===== config.mk =====
export PLATFORM = sky130hd
export DESIGN_NAME = tpf_ctrl
export DESIGN_NICKNAME = d
export VERILOG_FILES = /design/src/tpf_pkg.sv /design/src/tpf_ctrl.sv
export SDC_FILE = /design/constraint.sdc
export NUM_CORES = 1
export LEC_CHECK = 0
export BUFFER_PORTS_ARGS = -buffer_cell sky130_fd_sc_hd__buf_2
export CAP_MARGIN = 0
export CORE_UTILIZATION = 25
export DETAILED_ROUTE_END_ITERATION = 10
export PLACE_DENSITY_LB_ADDON = 0.05
export SLEW_MARGIN = 20
export SYNTH_ARGS = -nofsm -noshare
export SYNTH_HDL_FRONTEND = slang
export SYNTH_SLANG_ARGS = --single-unit

===== constraint.sdc =====
create_clock -name clk_i -period 1.5 [get_ports clk_i]
set_clock_uncertainty 0.05 [all_clocks]
set_input_delay 0.3 -clock clk_i [delete_from_list [all_inputs] [get_ports clk_i]]
set_output_delay 0.3 -clock clk_i [all_outputs]
set_load 0.02 [all_outputs]

===== src/tpf_pkg.sv =====
// Shared types, constants and state codes for the tabulated pair-force block.
package tpf_pkg;

  localparam int unsigned NumTypesDef = 8;
  localparam int unsigned NumStepsDef = 256;

  localparam logic [19:0] WidthRst = 20'd384000;
  localparam logic [19:0] HeightRst = 20'd256000;
  localparam logic [23:0] StepRst = 24'd16384;

  localparam logic signed [23:0] V24Max = 24'sh7FFFFF;
  localparam logic signed [23:0] V24Min = -24'sh800000;

  typedef enum logic [1:0] {
    ModeWrite = 2'd0,
    ModeShift = 2'd1,
    ModeScale = 2'd2,
    ModeQuery = 2'd3
  } mode_e;

  typedef enum logic [1:0] {
    RegWidth  = 2'd0,
    RegHeight = 2'd1,
    RegStep   = 2'd2
  } reg_e;

  typedef struct packed {
    logic [1:0]         mode;
    logic [2:0]         type_a;
    logic [2:0]         type_b;
    logic [19:0]        pos_ax;
    logic [19:0]        pos_ay;
    logic [19:0]        pos_bx;
    logic [19:0]        pos_by;
    logic [15:0]        radius;
    logic [7:0]         bin_index;
    logic signed [23:0] value;
  } req_t;

  typedef struct packed {
    logic signed [23:0] force_x;
    logic signed [23:0] force_y;
    logic               no_force;
  } res_t;

  typedef enum logic [3:0] {
    StIdle,
    StWrap,
    StSquare,
    StSqrt,
    StBin,
    StRead,
    StProj,
    StRowRead,
    StRowCalc,
    StRowWrite,
    StDone
  } state_e;

  // Controller commands to the datapath
  typedef struct packed {
    logic load;
    logic wrap;
    logic square;
    logic sqrt_init;
    logic sqrt_step;
    logic div_init;
    logic div_step;
    logic tab_read;
    logic tab_write;
    logic row_calc;
    logic row_write;
    logic proj_init;
    logic proj_step;
    logic emit;
  } cmd_t;

  // Datapath status to the controller
  typedef struct packed {
    logic [1:0] mode;
    logic       types_ok;
    logic       bin_ok;
    logic       zero_delta;
    logic       zero_denom;
    logic       bin_past;
    logic       iter_last;
    logic       row_last;
  } sts_t;

endpackage


===== src/tpf_ctrl.sv =====
// Sequencer for table writes, row walks and force queries.
module tpf_ctrl (
  input  logic          clk_i,
  input  logic          rst_ni,
  input  logic          start_i,
  output logic          busy_o,
  input  tpf_pkg::sts_t sts_i,
  output tpf_pkg::cmd_t cmd_o
);

  tpf_pkg::state_e state_q, state_d;

  // Hold the state
  always_ff @(posedge clk_i or negedge rst_ni) begin
    if (!rst_ni) begin
      state_q <= tpf_pkg::StIdle;
    end else begin
      state_q <= state_d;
    end
  end

  // Choose the next state and drive commands
  always_comb begin
    state_d = state_q;
    cmd_o = '0;
    busy_o = (state_q != tpf_pkg::StIdle);
    case (state_q)
      tpf_pkg::StIdle: begin
        if (start_i) begin
          cmd_o.load = 1'b1;
          state_d = tpf_pkg::StWrap;
        end
      end
      tpf_pkg::StWrap: begin
        case (sts_i.mode)
          tpf_pkg::ModeWrite: begin
            if (sts_i.types_ok && sts_i.bin_ok) cmd_o.tab_write = 1'b1;
            state_d = tpf_pkg::StDone;
          end
          tpf_pkg::ModeShift, tpf_pkg::ModeScale: begin
            state_d = sts_i.types_ok ? tpf_pkg::StRowRead : tpf_pkg::StDone;
          end
          default: begin
            cmd_o.wrap = 1'b1;
            state_d = tpf_pkg::StSquare;
          end
        endcase
      end
      tpf_pkg::StSquare: begin
        if (!sts_i.types_ok || sts_i.zero_delta || sts_i.zero_denom) begin
          state_d = tpf_pkg::StDone;
        end else begin
          cmd_o.square = 1'b1;
          state_d = tpf_pkg::StSqrt;
          cmd_o.sqrt_init = 1'b1;
        end
      end
      tpf_pkg::StSqrt: begin
        cmd_o.sqrt_step = 1'b1;
        if (sts_i.iter_last) begin
          state_d = tpf_pkg::StBin;
          cmd_o.div_init = 1'b1;
        end
      end
      tpf_pkg::StBin: begin
        cmd_o.div_step = 1'b1;
        if (sts_i.iter_last) state_d = tpf_pkg::StRead;
      end
      tpf_pkg::StRead: begin
        if (sts_i.bin_past) begin
          state_d = tpf_pkg::StDone;
        end else begin
          cmd_o.tab_read = 1'b1;
          state_d = tpf_pkg::StProj;
          cmd_o.proj_init = 1'b1;
        end
      end
      tpf_pkg::StProj: begin
        cmd_o.proj_step = 1'b1;
        if (sts_i.iter_last) state_d = tpf_pkg::StDone;
      end
      tpf_pkg::StRowRead: begin
        cmd_o.tab_read = 1'b1;
        state_d = tpf_pkg::StRowCalc;
      end
      tpf_pkg::StRowCalc: begin
        cmd_o.row_calc = 1'b1;
        state_d = tpf_pkg::StRowWrite;
      end
      tpf_pkg::StRowWrite: begin
        cmd_o.row_write = 1'b1;
        state_d = sts_i.row_last ? tpf_pkg::StDone : tpf_pkg::StRowRead;
      end
      tpf_pkg::StDone: begin
        cmd_o.emit = 1'b1;
        state_d = tpf_pkg::StIdle;
      end
      default: state_d = tpf_pkg::StIdle;
    endcase
  end

endmodule


# Word-level counts from Yosys, hierarchy flattened
# Index checks and enable logic that the tools add are counted.
[totals]
reg_bits = 4
out_inout_bits = 15
inputBits = 12
[classes]
muxes = 29
n_reduce_logical = 10
n_eq_ne = 16
[ops]
columns = ["cell", "n"]
rows = [
  ["4-bit one-hot mux with 10 select lines", 1],
  ["4-bit 2-to-1 mux", 8],
  ["4-bit by 3-bit equality test with 1-bit output (second input constant)", 4],
  ["1-bit 2-to-1 mux", 15],
  ["4-bit equality test (second input constant)", 3],
  ["4-bit by 2-bit equality test with 1-bit output (second input constant)", 2],
  ["2-bit inequality test (second input constant)", 4],
  ["4-bit one-hot mux with 2 select lines", 1],
  ["2-bit 2-to-1 mux", 3],
  ["4-bit by 1-bit equality test with 1-bit output (second input constant)", 1],
  ["4-bit zero test", 1],
  ["4-bit AND reduction", 1],
  ["4-bit nonzero test", 1],
  ["3-bit OR reduction", 1],
  ["2-bit by 1-bit equality test with 1-bit output (second input constant)", 1],
  ["2-bit equality test (second input constant)", 1],
  ["2-bit zero test", 1],
  ["1-bit logical OR", 2],
  ["1-bit one-hot mux with 2 select lines", 1],
  ["2-bit OR reduction", 1],
  ["1-bit logical AND", 1],
  ["1-bit zero test", 1],
]

# Longest topological paths before layout
[depth]
word_depth = 5
mapped_depth = 6

# Least setup slack after synthesis
# No wires, ideal clock.
[synth_path]
path_kind = "reg2out"
from = "register state_q[1]"
to = "output port cmd_o[12] in the netlist's numbering"
setup_slack_ns = -0.397
n_path_buf = 1
arrival_ns = 1.547
t_required_ns = 1.150
stages_incl_launch_ff = 4
path_cell_list = "dfrtp_1 buf_2 nand2b_1 nor4b_1"
[synth_rtl]
columns = ["element", "line", "rtl"]
rows = [
  ["start: declaration", "tpf_ctrl.sv:11", "tpf_pkg::state_e state_q, state_d;"],
  ["start signal: assignment", "tpf_ctrl.sv:16", "state_q <= tpf_pkg::StIdle;"],
  ["start signal: assignment", "tpf_ctrl.sv:18", "state_q <= state_d;"],
  ["end: declaration", "tpf_ctrl.sv:8", "output tpf_pkg::cmd_t cmd_o"],
]

==> results by group <==
Run status
  • Status: finished with violations
  • Failing checks: setup timing

Critical path
  • Slowest cell on the critical path: dfrtp_2
  • Crit Path Max Fanout: 7
  • Worst Path Class, Setup: register to output pin
  • Crit end category: output pin
  • CP Data Arrival Time: 1.29 ns
  • Capture point of the worst reg-to-reg path: state_q[2]$_DFFE_PN0P_
  • Worst setup path start: state_q[1]$_DFFE_PN0P_
  • Crit start category: register
  • Worst reg2reg startpoint: state_q[2]$_DFFE_PN0P_
  • Stages on worst setup path: 3
  • Crit path cell chain: nand2b_4 > nor4b_4 > buf_4
  • R2R setup slack: -0.12 ns
  • Critical Path RT: 1.15 ns
  • Crit-path max cell delay: 0.47 ns
  • FF-to-FF path depth: 5
  • Delay-heaviest family, CP: flip-flops
  • Count of buffer and inverter cells on the critical path: 1
  • Worst setup endpoint: cmd_o[12]

Floorplan
  • Die area: 2200 um^2
  • Die height: 46.9 um
  • Top Ports: 27
  • Initial Utilization: 28.0%
  • Total core area: 1800 um^2
  • Placement row count: 15
  • Die width: 46.9 um

Timing
  • RSZ-0062 raised after global routing: yes
  • Min setup slack post-route: -0.138 ns
  • Slew HR: 80.8%
  • Final Setup Violations: 17
  • Fmax: 611 MHz
  • Actual slew at the worst max-slew pin: 0.288 ns
  • Hold WS: 0.358 ns
  • Setup_tns: -1.64 ns
  • Hold Vio Cnt, Final: 0
  • Pins Over Slew Limit: 0
  • Min Tclk post-route: 1.64 ns
  • Final Cycle Share: 109%

Finish
  • Max reg flops: 4
  • Most flop-heavy register: state_q
  • Final Non-Filler Cells: 153
  • Nets: 144
  • Layout cells sized above 1: 65.6%
  • # fillers: 163
  • FF/Latch Area: 105 um^2
  • Area Overhead vs Synth: 127%
  • Top Registers: state_q x4
  • Inserted Diodes: 0
  • Multi-input logic area: 493 um^2

Detailed routing
  • Vias per inst: 4.75
  • Metal2 WL: 981 um
  • Drt first-iter violations: 8
  • DR top layer: met4
  • Detail Route Antenna Nets: 0
  • DR DRC count: 0
  • Total number of vias: 726
  • WL met3: 61 um
  • WL final: 1900 um
  • Pre-antenna DRT Iters: 4
  • M1 WL: 848 um
  • Drt wl/cell: 12.4 um

Logic synthesis
  • Avg Inst Size Synth: 6.81 um^2
  • Post-synthesis mux area share: 2.23%
  • Post-Synth Simple-Gate Area: 37.2%
  • Post-Synthesis Cells: 74
  • Synth Area in Compound Gates: 24.6%
  • Ys Warns: 0
  • Synth cell types: 31
  • Register area share after synthesis: 19.9%
  • Largest family of logic cells by synthesized area: simple AND/OR/NAND/NOR gates
  • #FFs+latches synth: 4
  • Post-synthesis xor/xnor area fraction: 0%
  • Synth Area in Adders: 4.96%
  • Mapped Nets: 88
  • Post-Syn Area: 504 um^2

Placed design
  • Placer Congestion: 0.753
  • IO buf count: 26
  • Placed cells: 139
  • Detailed placer's ending HPWL: 1310 um

CTS
  • Clock latency on the worst-skew pair: 0.23 ns
  • Clk sinks: 4
  • Clock-pin slew on the worst setup and hold paths: 0.04 ns
  • H-tree depth: 1
  • CTS buffer count: 3
  • CTS tree: yes
  • Clock Path Buffers: 2
  • CTS Root Buffer Type: clkbuf_4

GRT
  • First-pass GRT wire length: 2900 um
  • Vias in the first global route: 664
  • Total Routing Usage GR: 18.7%
  • Largest net degree at the start of global routing: 8
  • Initial antenna violation count: 0
  • GRT Residual Overflow: 0

Power and ir drop
  • Worst vdd ir: 0.958 mV
  • Lkg Pwr: 0.000515 uW
  • Total power: 2120 uW
  • PwrDens: 1860 nW/um^2

Run
  • Max Cap Viol: 0

Worst hold path
  • Hold Path Class: input port to asynchronous set/reset pin
## cell type report
class,count,area share (%)
multi-input combinational,59,43.1
timing repair buffer,58,41.7
sequential,4,9.19
tap,25,2.74
clock buffer,3,1.97
inverter,4,1.31
## placed cells by master (no fill, tap or decap), drive strengths merged, types with 2 or more instances in the layout
| cell | netlist | layout |
|---|---|---|
| nor3 | 8 | 8 |
| clkbuf | 2 | 3 |
| nand3 | 2 | 2 |
| o21ai | 4 | 4 |
| buf | 5 | 57 |
| ha | 2 | 2 |
| nor2 | 7 | 7 |
| dfrtp | 4 | 4 |
| a21oi | 6 | 6 |
| o21a | 2 | 2 |
| inv | 4 | 4 |
| nand2 | 7 | 7 |
| nand2b | 4 | 4 |
| nor4 | 3 | 3 |
## metrics by stage
step / util, % / worst slack (ns) / area (um^2)
floorplan: - / -0.154 / 553
global placement: 46.7 / -0.0750 / 842
detailed placement: 46.7 / -0.0259 / 842
CTS: 55.2 / -0.158 / 995
global route: 63.5 / -0.200 / 1140
finish: 63.5 / -0.138 / 1140
## worst min path at each step
stage	cells after the start	slack, ns	end
global placement	1	0.06	state_q[2]$_DFFE_PN0P_
detailed placement	1	0.05	state_q[2]$_DFFE_PN0P_
floorplan	0	-0.05	state_q[0]$_DFFE_PN0P_
global route	2	0.36	state_q[1]$_DFFE_PN0P_
CTS	2	0.35	state_q[1]$_DFFE_PN0P_
finish	2	0.36	state_q[1]$_DFFE_PN0P_
## synthesized netlist by cell type
cell,count,area share (%)
a21oi_1,6,6.0
a221o_1,1,2.0
a22o_1,1,1.7
a2bb2oi_1,1,1.7
a31oi_1,1,1.2
and3_1,1,1.2
buf_2,3,3.0
buf_4,1,1.5
buf_6,1,2.2
clkbuf_1,2,1.5
dfrtp_1,4,20
ha_1,2,5.0
inv_1,4,3.0
mux2_2,1,2.2
nand2_1,7,5.2
nand2b_1,4,5.0
nand3_1,2,2.0
nor2_1,7,5.2
nor2b_1,1,1.2
nor3_1,8,7.9
nor3b_1,1,1.5
nor4_1,3,3.7
nor4b_1,1,1.7
o211ai_1,1,1.5
o21a_1,2,3.0
o21ai_0,3,3.0
o21ai_1,1,0.99
o31a_1,1,1.7
o32ai_1,1,1.7
or2_1,1,1.2
or3_1,1,1.2
## power by group
part	leakage [uW]	switching, uW	internal [uW]
Combinational	0.000456	759	940
Sequential	0.0000456	123	167
Clock	0.0000138	45.2	89.6
## cell families after synthesis
| group | after synthesis |
|---|---|
| flip-flops | 4 |
| AND/OR/NAND/NOR | 37 |
| adder cells (fa/ha/maj) | 2 |
| buffers and inverters | 11 |
| multiplexers | 1 |
| AO/OA/AOI/OAI | 19 |
## what timing repair did
action                                 CTS  global route
endpoints found under the hold margin    4             0
hold buffers                             1             0
gates cloned                             0             0
gates resized for setup                 24            28
pin swaps                                3             4
setup endpoints to repair               17            19
setup buffers                            5             5
## per-layer routing
metal  global-route usage [%]  up-vias
met5                        0        -
met4                     8.57        0
met1                     24.8      335
met3                     1.15        2
met2                     31.1       17
li1                         -      372
No activity file was read; power rests on OpenSTA's default activity.
